`src/rtl/core/fba_pkg.sv`:
```
// fba_pkg: shared sizes, codes and payload types for the block allocator
// no dependencies; imported by every module of the allocator but fba_ram
`timescale 1ns / 1ps

package fba_pkg;

  // pool and queue sizes
  localparam int NBLOCKS   = 64;
  localparam int WAITERS   = 16;
  localparam int PRIO_BITS = 8;

  // derived widths
  localparam int BLK_W  = $clog2(NBLOCKS);
  localparam int CNT_W  = $clog2(NBLOCKS + 1);
  localparam int WIDX_W = $clog2(WAITERS);
  localparam int WCNT_W = $clog2(WAITERS + 1);

  // fixed field widths
  localparam int ID_W       = 4;
  localparam int PRIO_IN_W  = 8;
  localparam int BLKF_W     = 6;
  localparam int GRANT_W    = 32;
  localparam int CFG_IDX_W  = 1;
  localparam int CFG_DATA_W = 7;

  // configuration register indexes and reset values
  localparam logic [CFG_IDX_W-1:0]  CFG_BLOCK_COUNT    = 1'd0;
  localparam logic [CFG_IDX_W-1:0]  CFG_MONITOR_ENABLE = 1'd1;
  localparam logic [CFG_DATA_W-1:0] BLOCK_COUNT_RST    = 7'd64;

  typedef enum logic [1:0] {
    FUNC_ALLOC   = 2'd0,
    FUNC_FREE    = 2'd1,
    FUNC_TIMEOUT = 2'd2,
    FUNC_INIT    = 2'd3
  } func_t;

  typedef enum logic [2:0] {
    ST_OK      = 3'd0,
    ST_FAIL    = 3'd1,
    ST_QUEUED  = 3'd2,
    ST_FREED   = 3'd3,
    ST_HANDED  = 3'd4,
    ST_TIMEOUT = 3'd5,
    ST_NOTWAIT = 3'd6,
    ST_QFULL   = 3'd7
  } status_t;

  typedef struct packed {
    func_t                func;
    logic [BLKF_W-1:0]    block;
    logic [ID_W-1:0]      requester;
    logic [PRIO_IN_W-1:0] priority_req;
    logic                 wait_allowed;
  } in_req_t;

  typedef struct packed {
    status_t             status;
    logic [BLKF_W-1:0]   block_out;
    logic                block_valid;
    logic [ID_W-1:0]     waiter_out;
    logic [CNT_W-1:0]    used_count;
    logic [CNT_W-1:0]    high_water;
    logic [GRANT_W-1:0]  grant_count;
  } out_res_t;

  // controller states
  typedef enum logic [2:0] {
    S_IDLE,
    S_DECODE,
    S_RD,
    S_SCAN,
    S_RESP
  } ctl_state_t;

  // datapath actions
  typedef enum logic [3:0] {
    DP_NOP,
    DP_RD_LINK,
    DP_POP,
    DP_REJECT,
    DP_QFULL,
    DP_FREE,
    DP_SCAN_CLR,
    DP_SCAN_NEXT,
    DP_INSERT,
    DP_REMOVE,
    DP_NOTWAIT,
    DP_INIT
  } dp_op_t;

  typedef struct packed {
    logic   load;
    logic   emit;
    dp_op_t op;
  } cmd_t;

  typedef struct packed {
    func_t func;
    logic  free_avail;
    logic  wait_ok;
    logic  q_full;
    logic  blk_ok;
    logic  scan_end;
    logic  scan_hit;
    logic  out_free;
  } stat_t;

endpackage

```
`src/rtl/core/fba_ram.sv`:
```
// fba_ram: generic single-write, single-read ram with registered read data
// no dependencies
`timescale 1ns / 1ps

module fba_ram #(
  parameter int WIDTH = 8,
  parameter int DEPTH = 64
) (
  input  logic                     clk,
  input  logic                     we,
  input  logic [$clog2(DEPTH)-1:0] waddr,
  input  logic [WIDTH-1:0]         wdata,
  input  logic [$clog2(DEPTH)-1:0] raddr,
  output logic [WIDTH-1:0]         rdata
);

  logic [WIDTH-1:0] mem [DEPTH];
  logic [WIDTH-1:0] rdata_r;

  always_ff @(posedge clk) begin
    if (we) begin
      mem[waddr] <= wdata;
    end
    rdata_r <= mem[raddr];
  end

  assign rdata = rdata_r;

endmodule

```
`src/rtl/core/fba_ctrl.sv`:
```
// fba_ctrl: request sequencer of the block allocator
// depends on fba_pkg; drives fba_dp through cmd_t, watches stat_t
`timescale 1ns / 1ps

module fba_ctrl (
  input  logic           clk,
  input  logic           rst_n,
  input  logic           in_valid,
  output logic           in_ready,
  input  fba_pkg::stat_t stat,
  output fba_pkg::cmd_t  cmd
);

  import fba_pkg::*;

  ctl_state_t state_r, state_nxt;

  always_ff @(posedge clk) begin
    if (!rst_n) begin
      state_r <= S_IDLE;
    end else begin
      state_r <= state_nxt;
    end
  end

  // next state
  always_comb begin
    state_nxt = state_r;
    unique case (state_r)
      S_IDLE: begin
        if (in_valid) state_nxt = S_DECODE;
      end
      S_DECODE: begin
        if (stat.func == FUNC_ALLOC && stat.free_avail) begin
          state_nxt = S_RD;
        end else if ((stat.func == FUNC_ALLOC && stat.wait_ok && !stat.q_full) ||
                     stat.func == FUNC_TIMEOUT) begin
          state_nxt = S_SCAN;
        end else begin
          state_nxt = S_RESP;
        end
      end
      S_RD: begin
        state_nxt = S_RESP;
      end
      S_SCAN: begin
        if (stat.scan_hit || stat.scan_end) state_nxt = S_RESP;
      end
      S_RESP: begin
        if (stat.out_free) state_nxt = S_IDLE;
      end
      default: state_nxt = S_IDLE;
    endcase
  end

  // outputs
  always_comb begin
    in_ready = 1'b0;
    cmd.load = 1'b0;
    cmd.emit = 1'b0;
    cmd.op   = DP_NOP;
    unique case (state_r)
      S_IDLE: begin
        in_ready = 1'b1;
        cmd.load = in_valid;
      end
      S_DECODE: begin
        unique case (stat.func)
          FUNC_ALLOC: begin
            if (stat.free_avail)   cmd.op = DP_RD_LINK;
            else if (!stat.wait_ok) cmd.op = DP_REJECT;
            else if (stat.q_full)  cmd.op = DP_QFULL;
            else                   cmd.op = DP_SCAN_CLR;
          end
          FUNC_FREE:    cmd.op = stat.blk_ok ? DP_FREE : DP_REJECT;
          FUNC_TIMEOUT: cmd.op = DP_SCAN_CLR;
          FUNC_INIT:    cmd.op = DP_INIT;
          default:      cmd.op = DP_NOP;
        endcase
      end
      S_RD: begin
        cmd.op = DP_POP;
      end
      S_SCAN: begin
        if (stat.scan_hit || stat.scan_end) begin
          if (stat.func == FUNC_ALLOC) cmd.op = DP_INSERT;
          else if (stat.scan_hit)      cmd.op = DP_REMOVE;
          else                         cmd.op = DP_NOTWAIT;
        end else begin
          cmd.op = DP_SCAN_NEXT;
        end
      end
      S_RESP: begin
        cmd.emit = stat.out_free;
      end
      default: cmd.op = DP_NOP;
    endcase
  end

endmodule

```
`src/rtl/core/fba_dp.sv`:
```
// fba_dp: free list, waiter queue, counters, config and result register
// depends on fba_pkg and fba_ram; commanded by fba_ctrl
`timescale 1ns / 1ps

module fba_dp (
  input  logic                               clk,
  input  logic                               rst_n,
  input  logic                               cfg_valid,
  input  logic [fba_pkg::CFG_IDX_W-1:0]      cfg_index,
  input  logic [fba_pkg::CFG_DATA_W-1:0]     cfg_data,
  input  fba_pkg::in_req_t                   in_data,
  input  fba_pkg::cmd_t                      cmd,
  output fba_pkg::stat_t                     stat,
  output logic                               out_valid,
  input  logic                               out_ready,
  output fba_pkg::out_res_t                  out_data
);

  import fba_pkg::*;

  // config
  logic [CFG_DATA_W-1:0] block_count_r, block_count_nxt;
  logic                  monitor_r, monitor_nxt;

  // pool state
  logic [BLK_W-1:0]   free_head_r, free_head_nxt;
  logic [CNT_W-1:0]   free_fill_r, free_fill_nxt;
  logic [CNT_W-1:0]   pool_size_r, pool_size_nxt;
  logic [CNT_W-1:0]   in_use_r, in_use_nxt;
  logic [CNT_W-1:0]   peak_r, peak_nxt;
  logic [GRANT_W-1:0] grants_r, grants_nxt;
  logic [NBLOCKS-1:0] lvalid_r, lvalid_nxt;

  // waiter queue
  logic [ID_W-1:0]      wid_r [WAITERS];
  logic [ID_W-1:0]      wid_nxt [WAITERS];
  logic [PRIO_BITS-1:0] wpr_r [WAITERS];
  logic [PRIO_BITS-1:0] wpr_nxt [WAITERS];
  logic [WCNT_W-1:0]    fill_r, fill_nxt;
  logic [WCNT_W-1:0]    idx_r, idx_nxt;

  // working registers
  in_req_t          req_r, req_nxt;
  logic             lv_r, lv_nxt;
  logic [BLK_W-1:0] dflt_r, dflt_nxt;
  status_t          res_status_r, res_status_nxt;
  logic [BLK_W-1:0] res_bout_r, res_bout_nxt;
  logic             res_bvalid_r, res_bvalid_nxt;
  logic [ID_W-1:0]  res_wout_r, res_wout_nxt;
  logic             out_valid_r, out_valid_nxt;
  out_res_t         out_data_r, out_data_nxt;

  // helpers
  logic                 ram_we;
  logic [BLK_W-1:0]     ram_rdata;
  logic [CNT_W-1:0]     n_clamp;
  logic [CNT_W-1:0]     in_use_inc;
  logic [PRIO_BITS-1:0] prio;
  logic [WIDX_W-1:0]    idx_e;
  logic                 ins_en;
  logic                 rm_en;
  logic [WCNT_W-1:0]    rm_pos;

  // next-link table; entries without a valid bit read as index minus one, entry zero as zero
  fba_ram #(
    .WIDTH (BLK_W),
    .DEPTH (NBLOCKS)
  ) u_link (
    .clk   (clk),
    .we    (ram_we),
    .waddr (req_r.block),
    .wdata (free_head_r),
    .raddr (free_head_r),
    .rdata (ram_rdata)
  );

  assign prio  = req_r.priority_req[PRIO_BITS-1:0];
  assign idx_e = idx_r[WIDX_W-1:0];

  assign n_clamp = (block_count_r == '0) ? CNT_W'(1) :
                   (block_count_r > CNT_W'(NBLOCKS)) ? CNT_W'(NBLOCKS) : block_count_r;

  assign in_use_inc = (in_use_r < CNT_W'(NBLOCKS)) ? in_use_r + CNT_W'(1) : in_use_r;

  // status to the controller
  always_comb begin
    stat.func       = req_r.func;
    stat.free_avail = (free_fill_r != '0);
    stat.wait_ok    = req_r.wait_allowed;
    stat.q_full     = (fill_r >= WCNT_W'(WAITERS));
    stat.blk_ok     = (CNT_W'(req_r.block) < pool_size_r);
    stat.scan_end   = (idx_r == fill_r);
    if (req_r.func == FUNC_ALLOC) begin
      stat.scan_hit = !stat.scan_end && (wpr_r[idx_e] > prio);
    end else begin
      stat.scan_hit = !stat.scan_end && (wid_r[idx_e] == req_r.requester);
    end
    stat.out_free   = !out_valid_r || out_ready;
  end

  always_comb begin
    block_count_nxt = block_count_r;
    monitor_nxt     = monitor_r;
    free_head_nxt   = free_head_r;
    free_fill_nxt   = free_fill_r;
    pool_size_nxt   = pool_size_r;
    in_use_nxt      = in_use_r;
    peak_nxt        = peak_r;
    grants_nxt      = grants_r;
    lvalid_nxt      = lvalid_r;
    wid_nxt         = wid_r;
    wpr_nxt         = wpr_r;
    fill_nxt        = fill_r;
    idx_nxt         = idx_r;
    req_nxt         = req_r;
    lv_nxt          = lv_r;
    dflt_nxt        = dflt_r;
    res_status_nxt  = res_status_r;
    res_bout_nxt    = res_bout_r;
    res_bvalid_nxt  = res_bvalid_r;
    res_wout_nxt    = res_wout_r;
    out_valid_nxt   = out_valid_r;
    out_data_nxt    = out_data_r;
    ram_we          = 1'b0;
    ins_en          = 1'b0;
    rm_en           = 1'b0;
    rm_pos          = '0;

    if (cfg_valid) begin
      case (cfg_index)
        CFG_BLOCK_COUNT:    block_count_nxt = cfg_data;
        CFG_MONITOR_ENABLE: monitor_nxt     = cfg_data[0];
        default: ;
      endcase
    end

    if (cmd.load) req_nxt = in_data;

    case (cmd.op)
      DP_RD_LINK: begin
        lv_nxt   = lvalid_r[free_head_r];
        dflt_nxt = (free_head_r == '0) ? '0 : free_head_r - BLK_W'(1);
      end
      DP_POP: begin
        res_status_nxt = ST_OK;
        res_bout_nxt   = free_head_r;
        res_bvalid_nxt = 1'b1;
        res_wout_nxt   = req_r.requester;
        free_head_nxt  = lv_r ? ram_rdata : dflt_r;
        free_fill_nxt  = free_fill_r - CNT_W'(1);
        in_use_nxt     = in_use_inc;
        if (monitor_r) begin
          grants_nxt = grants_r + GRANT_W'(1);
          if (peak_r < in_use_inc) peak_nxt = in_use_inc;
        end
      end
      DP_REJECT: begin
        res_status_nxt = ST_FAIL;
        res_bout_nxt   = '0;
        res_bvalid_nxt = 1'b0;
        res_wout_nxt   = (req_r.func == FUNC_ALLOC) ? req_r.requester : '0;
      end
      DP_QFULL: begin
        res_status_nxt = ST_QFULL;
        res_bout_nxt   = '0;
        res_bvalid_nxt = 1'b0;
        res_wout_nxt   = req_r.requester;
      end
      DP_FREE: begin
        ram_we                   = 1'b1;
        lvalid_nxt[req_r.block]  = 1'b1;
        if (fill_r != '0) begin
          // head waiter takes the block directly
          res_status_nxt = ST_HANDED;
          res_bout_nxt   = req_r.block;
          res_bvalid_nxt = 1'b1;
          res_wout_nxt   = wid_r[0];
          rm_en          = 1'b1;
          rm_pos         = '0;
          if (monitor_r) grants_nxt = grants_r + GRANT_W'(1);
        end else begin
          res_status_nxt = ST_FREED;
          res_bout_nxt   = '0;
          res_bvalid_nxt = 1'b0;
          res_wout_nxt   = '0;
          free_head_nxt  = req_r.block;
          if (free_fill_r < pool_size_r) free_fill_nxt = free_fill_r + CNT_W'(1);
          if (in_use_r != '0) in_use_nxt = in_use_r - CNT_W'(1);
        end
      end
      DP_SCAN_CLR: begin
        idx_nxt = '0;
      end
      DP_SCAN_NEXT: begin
        idx_nxt = idx_r + WCNT_W'(1);
      end
      DP_INSERT: begin
        res_status_nxt = ST_QUEUED;
        res_bout_nxt   = '0;
        res_bvalid_nxt = 1'b0;
        res_wout_nxt   = req_r.requester;
        ins_en         = 1'b1;
        fill_nxt       = fill_r + WCNT_W'(1);
      end
      DP_REMOVE: begin
        res_status_nxt = ST_TIMEOUT;
        res_bout_nxt   = '0;
        res_bvalid_nxt = 1'b0;
        res_wout_nxt   = req_r.requester;
        rm_en          = 1'b1;
        rm_pos         = idx_r;
      end
      DP_NOTWAIT: begin
        res_status_nxt = ST_NOTWAIT;
        res_bout_nxt   = '0;
        res_bvalid_nxt = 1'b0;
        res_wout_nxt   = req_r.requester;
      end
      DP_INIT: begin
        res_status_nxt = ST_OK;
        res_bout_nxt   = '0;
        res_bvalid_nxt = 1'b0;
        res_wout_nxt   = '0;
        pool_size_nxt  = n_clamp;
        free_head_nxt  = BLK_W'(n_clamp - CNT_W'(1));
        free_fill_nxt  = n_clamp;
        in_use_nxt     = '0;
        peak_nxt       = '0;
        grants_nxt     = '0;
        fill_nxt       = '0;
        lvalid_nxt     = '0;
      end
      default: ;
    endcase

    // priority insert: open a slot at the scan position
    if (ins_en) begin
      for (int j = 1; j < WAITERS; j++) begin
        if (WCNT_W'(j) > idx_r && WCNT_W'(j) <= fill_r) begin
          wid_nxt[j] = wid_r[j-1];
          wpr_nxt[j] = wpr_r[j-1];
        end
      end
      wid_nxt[idx_e] = req_r.requester;
      wpr_nxt[idx_e] = prio;
    end

    // removal: close the gap at rm_pos
    if (rm_en) begin
      for (int j = 0; j < WAITERS - 1; j++) begin
        if (WCNT_W'(j) >= rm_pos && WCNT_W'(j + 1) < fill_r) begin
          wid_nxt[j] = wid_r[j+1];
          wpr_nxt[j] = wpr_r[j+1];
        end
      end
      fill_nxt = fill_r - WCNT_W'(1);
    end

    // result register
    if (cmd.emit) begin
      out_valid_nxt            = 1'b1;
      out_data_nxt.status      = res_status_r;
      out_data_nxt.block_out   = res_bout_r;
      out_data_nxt.block_valid = res_bvalid_r;
      out_data_nxt.waiter_out  = res_wout_r;
      out_data_nxt.used_count  = in_use_r;
      out_data_nxt.high_water  = peak_r;
      out_data_nxt.grant_count = grants_r;
    end else if (out_ready) begin
      out_valid_nxt = 1'b0;
    end
  end

  always_ff @(posedge clk) begin
    if (!rst_n) begin
      block_count_r <= BLOCK_COUNT_RST;
      monitor_r     <= 1'b1;
      pool_size_r   <= CNT_W'(NBLOCKS);
      free_head_r   <= BLK_W'(NBLOCKS - 1);
      free_fill_r   <= CNT_W'(NBLOCKS);
      in_use_r      <= '0;
      peak_r        <= '0;
      grants_r      <= '0;
      lvalid_r      <= '0;
      fill_r        <= '0;
      idx_r         <= '0;
      out_valid_r   <= 1'b0;
    end else begin
      block_count_r <= block_count_nxt;
      monitor_r     <= monitor_nxt;
      pool_size_r   <= pool_size_nxt;
      free_head_r   <= free_head_nxt;
      free_fill_r   <= free_fill_nxt;
      in_use_r      <= in_use_nxt;
      peak_r        <= peak_nxt;
      grants_r      <= grants_nxt;
      lvalid_r      <= lvalid_nxt;
      fill_r        <= fill_nxt;
      idx_r         <= idx_nxt;
      out_valid_r   <= out_valid_nxt;
    end
  end

  always_ff @(posedge clk) begin
    wid_r        <= wid_nxt;
    wpr_r        <= wpr_nxt;
    req_r        <= req_nxt;
    lv_r         <= lv_nxt;
    dflt_r       <= dflt_nxt;
    res_status_r <= res_status_nxt;
    res_bout_r   <= res_bout_nxt;
    res_bvalid_r <= res_bvalid_nxt;
    res_wout_r   <= res_wout_nxt;
    out_data_r   <= out_data_nxt;
  end

  assign out_valid = out_valid_r;
  assign out_data  = out_data_r;

endmodule

```
`src/rtl/core/fixed_block_allocator_with_waiters.sv`:
```
// top level of the fixed block allocator with a priority waiter queue; depends on fba_pkg,
// fba_ctrl and fba_dp (which holds the fba_ram link table)
// steps from accept: decode, then the result state for free, init, fail and queue-full; a
//   granted alloc adds a link read; a queued alloc or a timeout scans the waiter entries in
//   order until its slot or its id is found or the queue ends, then waits in the result state
// one request in flight; the next can be taken in the cycle after the result loads; reset
// (synchronous, rst_n low) equals an init with block_count 64, monitor on
`timescale 1ns / 1ps

module fixed_block_allocator_with_waiters (
  input  logic                           clk,
  input  logic                           rst_n,
  // request channel
  input  logic                           in_valid,
  output logic                           in_ready,
  input  fba_pkg::in_req_t               in_data,
  // result channel
  output logic                           out_valid,
  input  logic                           out_ready,
  output fba_pkg::out_res_t              out_data,
  // configuration writes
  input  logic                           cfg_valid,
  output logic                           cfg_ready,
  input  logic [fba_pkg::CFG_IDX_W-1:0]  cfg_index,
  input  logic [fba_pkg::CFG_DATA_W-1:0] cfg_data
);

  import fba_pkg::*;

  cmd_t  cmd;
  stat_t stat;

  // registers take a write in any cycle
  assign cfg_ready = 1'b1;

  // sequencer: decode, link read, waiter scan, result hand-off
  fba_ctrl u_ctrl (
    .clk      (clk),
    .rst_n    (rst_n),
    .in_valid (in_valid),
    .in_ready (in_ready),
    .stat     (stat),
    .cmd      (cmd)
  );

  // datapath: free list, waiter queue, counters and the result register,
  // which lets a new request in while the last result still waits
  fba_dp u_dp (
    .clk       (clk),
    .rst_n     (rst_n),
    .cfg_valid (cfg_valid),
    .cfg_index (cfg_index),
    .cfg_data  (cfg_data),
    .in_data   (in_data),
    .cmd       (cmd),
    .stat      (stat),
    .out_valid (out_valid),
    .out_ready (out_ready),
    .out_data  (out_data)
  );

endmodule

```
`config.mk`:
```
export PLATFORM = sky130hd
export DESIGN_NAME = fixed_block_allocator_with_waiters
export DESIGN_NICKNAME = d
export VERILOG_FILES = /design/src/rtl/core/fba_pkg.sv /design/src/rtl/core/fba_ram.sv /design/src/rtl/core/fba_ctrl.sv /design/src/rtl/core/fba_dp.sv /design/src/rtl/core/fixed_block_allocator_with_waiters.sv
export SDC_FILE = /design/constraint.sdc
export NUM_CORES = 2
export LEC_CHECK = 0
export BUFFER_PORTS_ARGS = -buffer_cell sky130_fd_sc_hd__clkbuf_2
export CAP_MARGIN = 0
export CORE_UTILIZATION = 55
export DETAILED_ROUTE_END_ITERATION = 16
export PLACE_DENSITY = 0.68
export SLEW_MARGIN = 20
export SYNTH_ARGS = -nofsm -noshare
export SYNTH_HDL_FRONTEND = slang
export SYNTH_HIERARCHICAL = 1
export SYNTH_SLANG_ARGS = --single-unit
export TNS_END_PERCENT = 1
```
`constraint.sdc`:
```
create_clock -name clk -period 8.75 [get_ports clk]
set_clock_uncertainty 0.15 [all_clocks]
set_input_delay 1.3125 -clock clk [delete_from_list [all_inputs] [get_ports clk]]
set_output_delay 1.3125 -clock clk [all_outputs]
set_load 0.1 [all_outputs]
```
# After elaboration in Yosys (flattened, before gate mapping)
# Memory sizes are Yosys's and may differ from the RTL's. A register that Yosys moved wholly into a read port is not among the register bits.
# Index checks and enable logic that the tools add are counted.
# word_totals
ff_bits	446
mem_bits_rw	384
in_bits	34
output_inout_bits	63
word_cells	416
memories	1
# op_classes
addsub	10
order_cmp	72
eq_ne	29
muxes	168
bitwise	3
n_reduce_logical	70
# mem_list
name	depth	width	read_ports	rd_clocked_by_memory_dff	write_ports	line	source
u_dp.u_link.mem	64	6	1	1	1	fba_ram.sv:17	logic [WIDTH-1:0] mem [DEPTH];
# ops
op	count
$mux W8	48
$mux W4	54
$bwmux W128	1
$mux W128	1
$pmux W64 S2	1
$mux W120	1
$pmux W32 S3	1
$bwmux W64	1
$mux W32	2
$mux W64	1
$or A64 B64 Y64	1
$mux W7	9
$mux W60	1
$pmux W7 S3	2
$gt A4 B5 Y1 const A	8
$le A4 B5 Y1 const A	8
$lt A4 B5 Y1 const A	8
$logic_and A1 B1 Y1	37
$pmux W6 S3	2
$ge A4 B5 Y1 const A	7
$add A32 B1 Y32 const B	1
$bmux W8 S4	1
$demux W8 S4	1
$pmux W4 S4	2
73 further kinds	153

# Depth between registers and ports, before layout
# logic_depth
depth_word	18
ltp_mapped	32
depth_no_buf	27

# Modules after synthesis
# The synthesis kept the hierarchy.
# by_module_without_submodules
module	instances	cells_per_inst	area_per_inst_um2	seq_area_each_um2
fba_dp	1	2642	22985.8	10009.6
fba_ram	1	720	15225.9	11651.2
fba_ctrl	1	48	324.1	60.1
fixed_block_allocator_with_waiters	1	2	11.3	0.0

# Least setup slack after synthesis
# No wires, ideal clock.
# synth_path
path_kind	reg2reg
startpoint	reg u_dp.idx_r[2]
endpoint	reg u_dp.free_fill_r[5]
setup_ns	0.124
arrival_time_ns	5.911
t_required_ns	8.476
setup_slack_ns	2.565
stages_incl_launch_ff	31
n_path_buf	7
period_less_slack_ns	6.185
path_cell_list	dfxtp_1 buf_2 buf_2 buf_2 buf_2 buf_2 mux4_2 o21ai_0 a31oi_1 ha_1 a21o_1 a21o_1 a21oi_1 o21ai_0 nand2_1 o41ai_1 nor2_1 a21oi_1 a211oi_1 nand2b_1 or2_1 buf_2 clkbuf_1 ha_1 a21o_1 a21o_1 a21o_1 a21oi_1 xnor2_1 a221oi_1 nor3_1
# synth_rtl
element	line	source
from (decl)	fba_dp.sv:40	logic [WCNT_W-1:0] idx_r, idx_nxt;
from (signal assigned)	fba_dp.sv:299	idx_r <= idx_nxt;
to (signal assigned)	fba_dp.sv:280	free_fill_r <= CNT_W'(NBLOCKS);
to (signal assigned)	fba_dp.sv:293	free_fill_r <= free_fill_nxt;
to (decl)	fba_dp.sv:27	logic [CNT_W-1:0] free_fill_r, free_fill_nxt;

==> insert_results.sql <==
INSERT INTO impl_metrics (metric_group, metric, value, unit) VALUES
('logic_synthesis', 'synth.top_cells.by_count', '498 x edfxtp_1, 402 x nor2_1, 338 x dfxtp_1', ''),
('clocking', 'cts_buffer_depth', '3', ''),
('global_routing', 'grt.overflow.total', '0', ''),
('setup_path', 'cp_cell_sequence', 'buf_4 > mux4_2 > o21ai_0 > a31oi_1 > ha_1 > nor2b_1 > o21ai_0 > nand2b_1 > a21oi_1 > o21ai_0 > nand2_1 > o41ai_1 > o21ai_0 > a21oi_1 > nand2b_2 > or2_1 > inv_2 > nand2_2 > nand2b_1 > a31oi_2 > nor2_1 > o221a_1', ''),
('timing', 'drv_slew', '0', ''),
('flow_run', 'count_of_max_cap_constraint_violations', '0', ''),
('layout', 'finish.instance_area', '42800', 'um^2'),
('logic_synthesis', 'ys_seq_area_share', '56.3', '%'),
('power', 'vdd.ir_drop.worst', '0.000183', 'V'),
('die', 'initial_utilization', '55.9', '%'),
('logic_synthesis', 'synthMostInstantiatedCell', 'edfxtp_1', ''),
('power', 'powerDensity', '231', 'nW/um^2'),
('min_path', 'worst_hold_path_type', 'register to register', ''),
('detailed_routing', 'final_routed_wirelength_across_all_metal_layers', '103000', 'um'),
('die', 'floorplan.rows', '96', ''),
('timing', 'rsz_0062_raised_after_global_routing', 'false', ''),
('logic_synthesis', 'asyncSetResetFlopFracSynth', '0', '%'),
('logic_synthesis', 'synth_top_cell_area_share', '38.8', '%'),
('setup_path', 'timing.critical_path.slowest_cell_delay', '0.85', 'ns'),
('outcome', 'status', 'complete, no violations', ''),
('die', 'placeableCoreArea', '68900', 'um^2'),
('timing', 'layout_min_cycle_time', '7.95', 'ns'),
('clocking', 'clkLatencyLatePin', '0.65', 'ns'),
('die', 'top_level_ports', '97', ''),
('layout', 'synthToLayoutAreaGrowth', '10.9', '%'),
('clocking', 'clock_tree.root_cell', 'clkbuf_16', ''),
('timing', 'setup_viol', '0', ''),
('timing', 'max_clock_freq', '0.126', 'GHz'),
('timing', 'slew_headroom', '23.4', '%'),
('global_routing', 'number_of_antenna_violations_at_the_first_check_in_global_routing', '4', ''),
('die', 'die_width', '267', 'um'),
('timing', 'finalSetupTns', '0', 'ns'),
('layout', 'final_nets', '3489', ''),
('placement', 'gp_routability_congestion', '0.969', ''),
('setup_path', 'timing.critical_path.from', 'u_dp/idx_r[0]', ''),
('min_path', 'beginning_of_the_worst_hold_path', 'u_dp/res_status_r[0]', ''),
('logic_synthesis', 'synth_warnings', '6', ''),
('clocking', 'cts_resized', '0', ''),
('clocking', 'cts_clk_pin_slew_worst_paths', '0.06', 'ns'),
('setup_path', 'setup.worst_path.class', 'register to register', ''),
('setup_path', 'worstPathMaxFanout', '33', ''),
('setup_path', 'critPathSlowestCell', 'dfxtp_2', ''),
('setup_path', 'timing.critical_path.arrival', '8.33', 'ns'),
('layout', 'fraction_of_layout_instances_using_a_drive_strength_above_1', '15.3', '%'),
('clocking', 'cts_inserted_buffers', '89', ''),
('logic_synthesis', 'synth_largest_area_cell', 'edfxtp_1', ''),
('global_routing', 'grt.total_usage', '28.9', '%'),
('detailed_routing', 'detail_route.vias_per_cell', '6.35', ''),
('setup_path', 'cp-start-kind', 'register', ''),
('detailed_routing', 'route.antenna.remaining_nets', '0', ''),
('global_routing', 'first_global_vias', '26800', ''),
('power', 'static-leakage-power', '15.0', 'nW'),
('detailed_routing', 'detail_route.iter0.violations', '3387', ''),
('logic_synthesis', 'synth_area_per_cell', '11.3', 'um^2'),
('timing', 'finalCritPeriodShare', '90.9', '%'),
('detailed_routing', 'remaining_drc_errors', '0', ''),
('detailed_routing', 'total_via_count_in_the_routed_design', '28000', ''),
('logic_synthesis', 'syn_nets', '3491', ''),
('logic_synthesis', 'synth_seq_cells', '836', ''),
('detailed_routing', 'detail_route.first_pass.iterations', '6', ''),
('clocking', 'cts.htree.levels', '3', ''),
('layout', 'num_antenna_cells', '0', ''),
('power', 'design_power_total', '9.89', 'mW'),
('global_routing', 'maximum_number_of_pins_on_one_net_before_global_route_repair', '102', ''),
('die', 'overall_die_height', '267', 'um'),
('logic_synthesis', 'netlist_instances', '3412', ''),
('clocking', 'clock_tree_from_tritoncts', 'yes', ''),
('logic_synthesis', 'synth_cell_types', '91', ''),
('setup_path', 'worst-endpoint-required', '9.13', 'ns'),
('die', 'die-area', '71100', 'um^2'),
('setup_path', 'cp-end-kind', 'register', '');
## cells by family after synthesis
| group | Yosys count | synth area share, % |
|---|---|---|
| and+or+nand+nor | 986 | 11.2 |
| AOI/OAI and AO/OA | 864 | 13.8 |
| DFF | 836 | 56.3 |
| muxes | 315 | 12.5 |
| buffers and inverters | 313 | 3.49 |
| xor gates and xnor gates | 52 | 1.18 |
| adders and majority gates | 45 | 1.48 |
| other | 1 | 0.00973 |
## critical path: cells and delay by family, from the launching register on
family	cells	cell delay, ns
compound gates	10	2.80
simple gates	8	2.13
buf+inv	2	1.00
flops	1	0.85
mux	1	0.54
fa+ha+maj	1	0.33
## cell type report
cell class / count / area (um^2)
Clock buffer: 116 / 2430
Clock inverter: 50 / 684
Fill cell: 5359 / 26200
Inverter: 60 / 225
Multi-Input combinational cell: 2263 / 15500
Sequential cell: 836 / 21700
Tap cell: 931 / 1160
Timing Repair Buffer: 160 / 976
## layer usage
metal | track usage (%) | wire, um | vias to the layer above
li1 | - | - | 12700
met1 | 42.6 | 44900 | 13700
met2 | 41.9 | 44300 | 1414
met3 | 7.57 | 11300 | 196
met4 | 7.92 | 2310 | 8
met5 | 0 | 43 | -
## registers in the layout (all words and copies together) (netlist names), 7 cells and up, named ones only
name,flops
u_dp/wpr_r,120
u_dp/in_use_r,7
u_dp/grants_r,32
u_dp/req_r,10
u_dp/prio,8
u_dp/wid_r,60
u_dp/out_data,60
u_dp/free_fill_r,7
u_dp/block_count_r,7
u_dp/lvalid_r,64
u_dp/pool_size_r,7
u_dp/peak_r,7
u_dp/u_link/mem,384
## stage by stage
step	setup WS, ns	std cells
after floorplan	2.57	3412
after global placement	1.27	4250
after detailed placement	1.03	4250
after CTS	1.02	4416
after global routing	0.290	4416
final	0.799	4416
## layout by cell type, fill, tap and decap left out, types with 11 or more instances in the layout
master,Yosys,layout
nand2_1,318,317
o211ai_1,20,20
edfxtp_1,498,498
clkinv_1,2,11
mux4_2,126,126
a21o_1,40,40
bufinv_16,0,12
clkbuf_16,0,90
inv_1,55,55
a21oi_1,306,304
o22a_1,15,15
nand2b_1,20,20
nor3_1,38,36
nand4_1,11,11
clkinv_2,0,13
and2_1,14,15
a22o_1,17,17
mux2i_1,131,131
a31oi_1,16,16
o221ai_1,26,26
a22oi_1,58,58
o21ai_1,92,91
nor2_1,402,402
dfxtp_1,338,329
nor2b_1,27,26
clkbuf_2,0,96
o21ai_0,136,136
buf_4,14,64
o22ai_1,25,24
a311oi_1,23,23
xnor2_1,25,25
a221oi_1,17,17
a211oi_1,18,17
nand3_1,80,80
clkbuf_1,157,17
xor2_1,27,27
ha_1,44,44
or3_1,15,14
mux2_2,58,58
## final timing paths
check / end / depth (start not counted) / slack [ns]
max: u_dp/free_fill_r[0] / 22 / 0.80
min: u_dp/out_data[57] / 0 / 0.27
max reg2reg: u_dp/free_fill_r[0] / 22 / 0.80
min reg2reg: u_dp/out_data[57] / 0 / 0.27
## power by group
group          total, mW  internal, mW  switching, mW
Sequential          4.73          4.41          0.316
Clock               3.94          2.34           1.60
Combinational       1.22         0.522          0.697
Total               9.89          7.27           2.62
(Power assumes the default switching activity.)
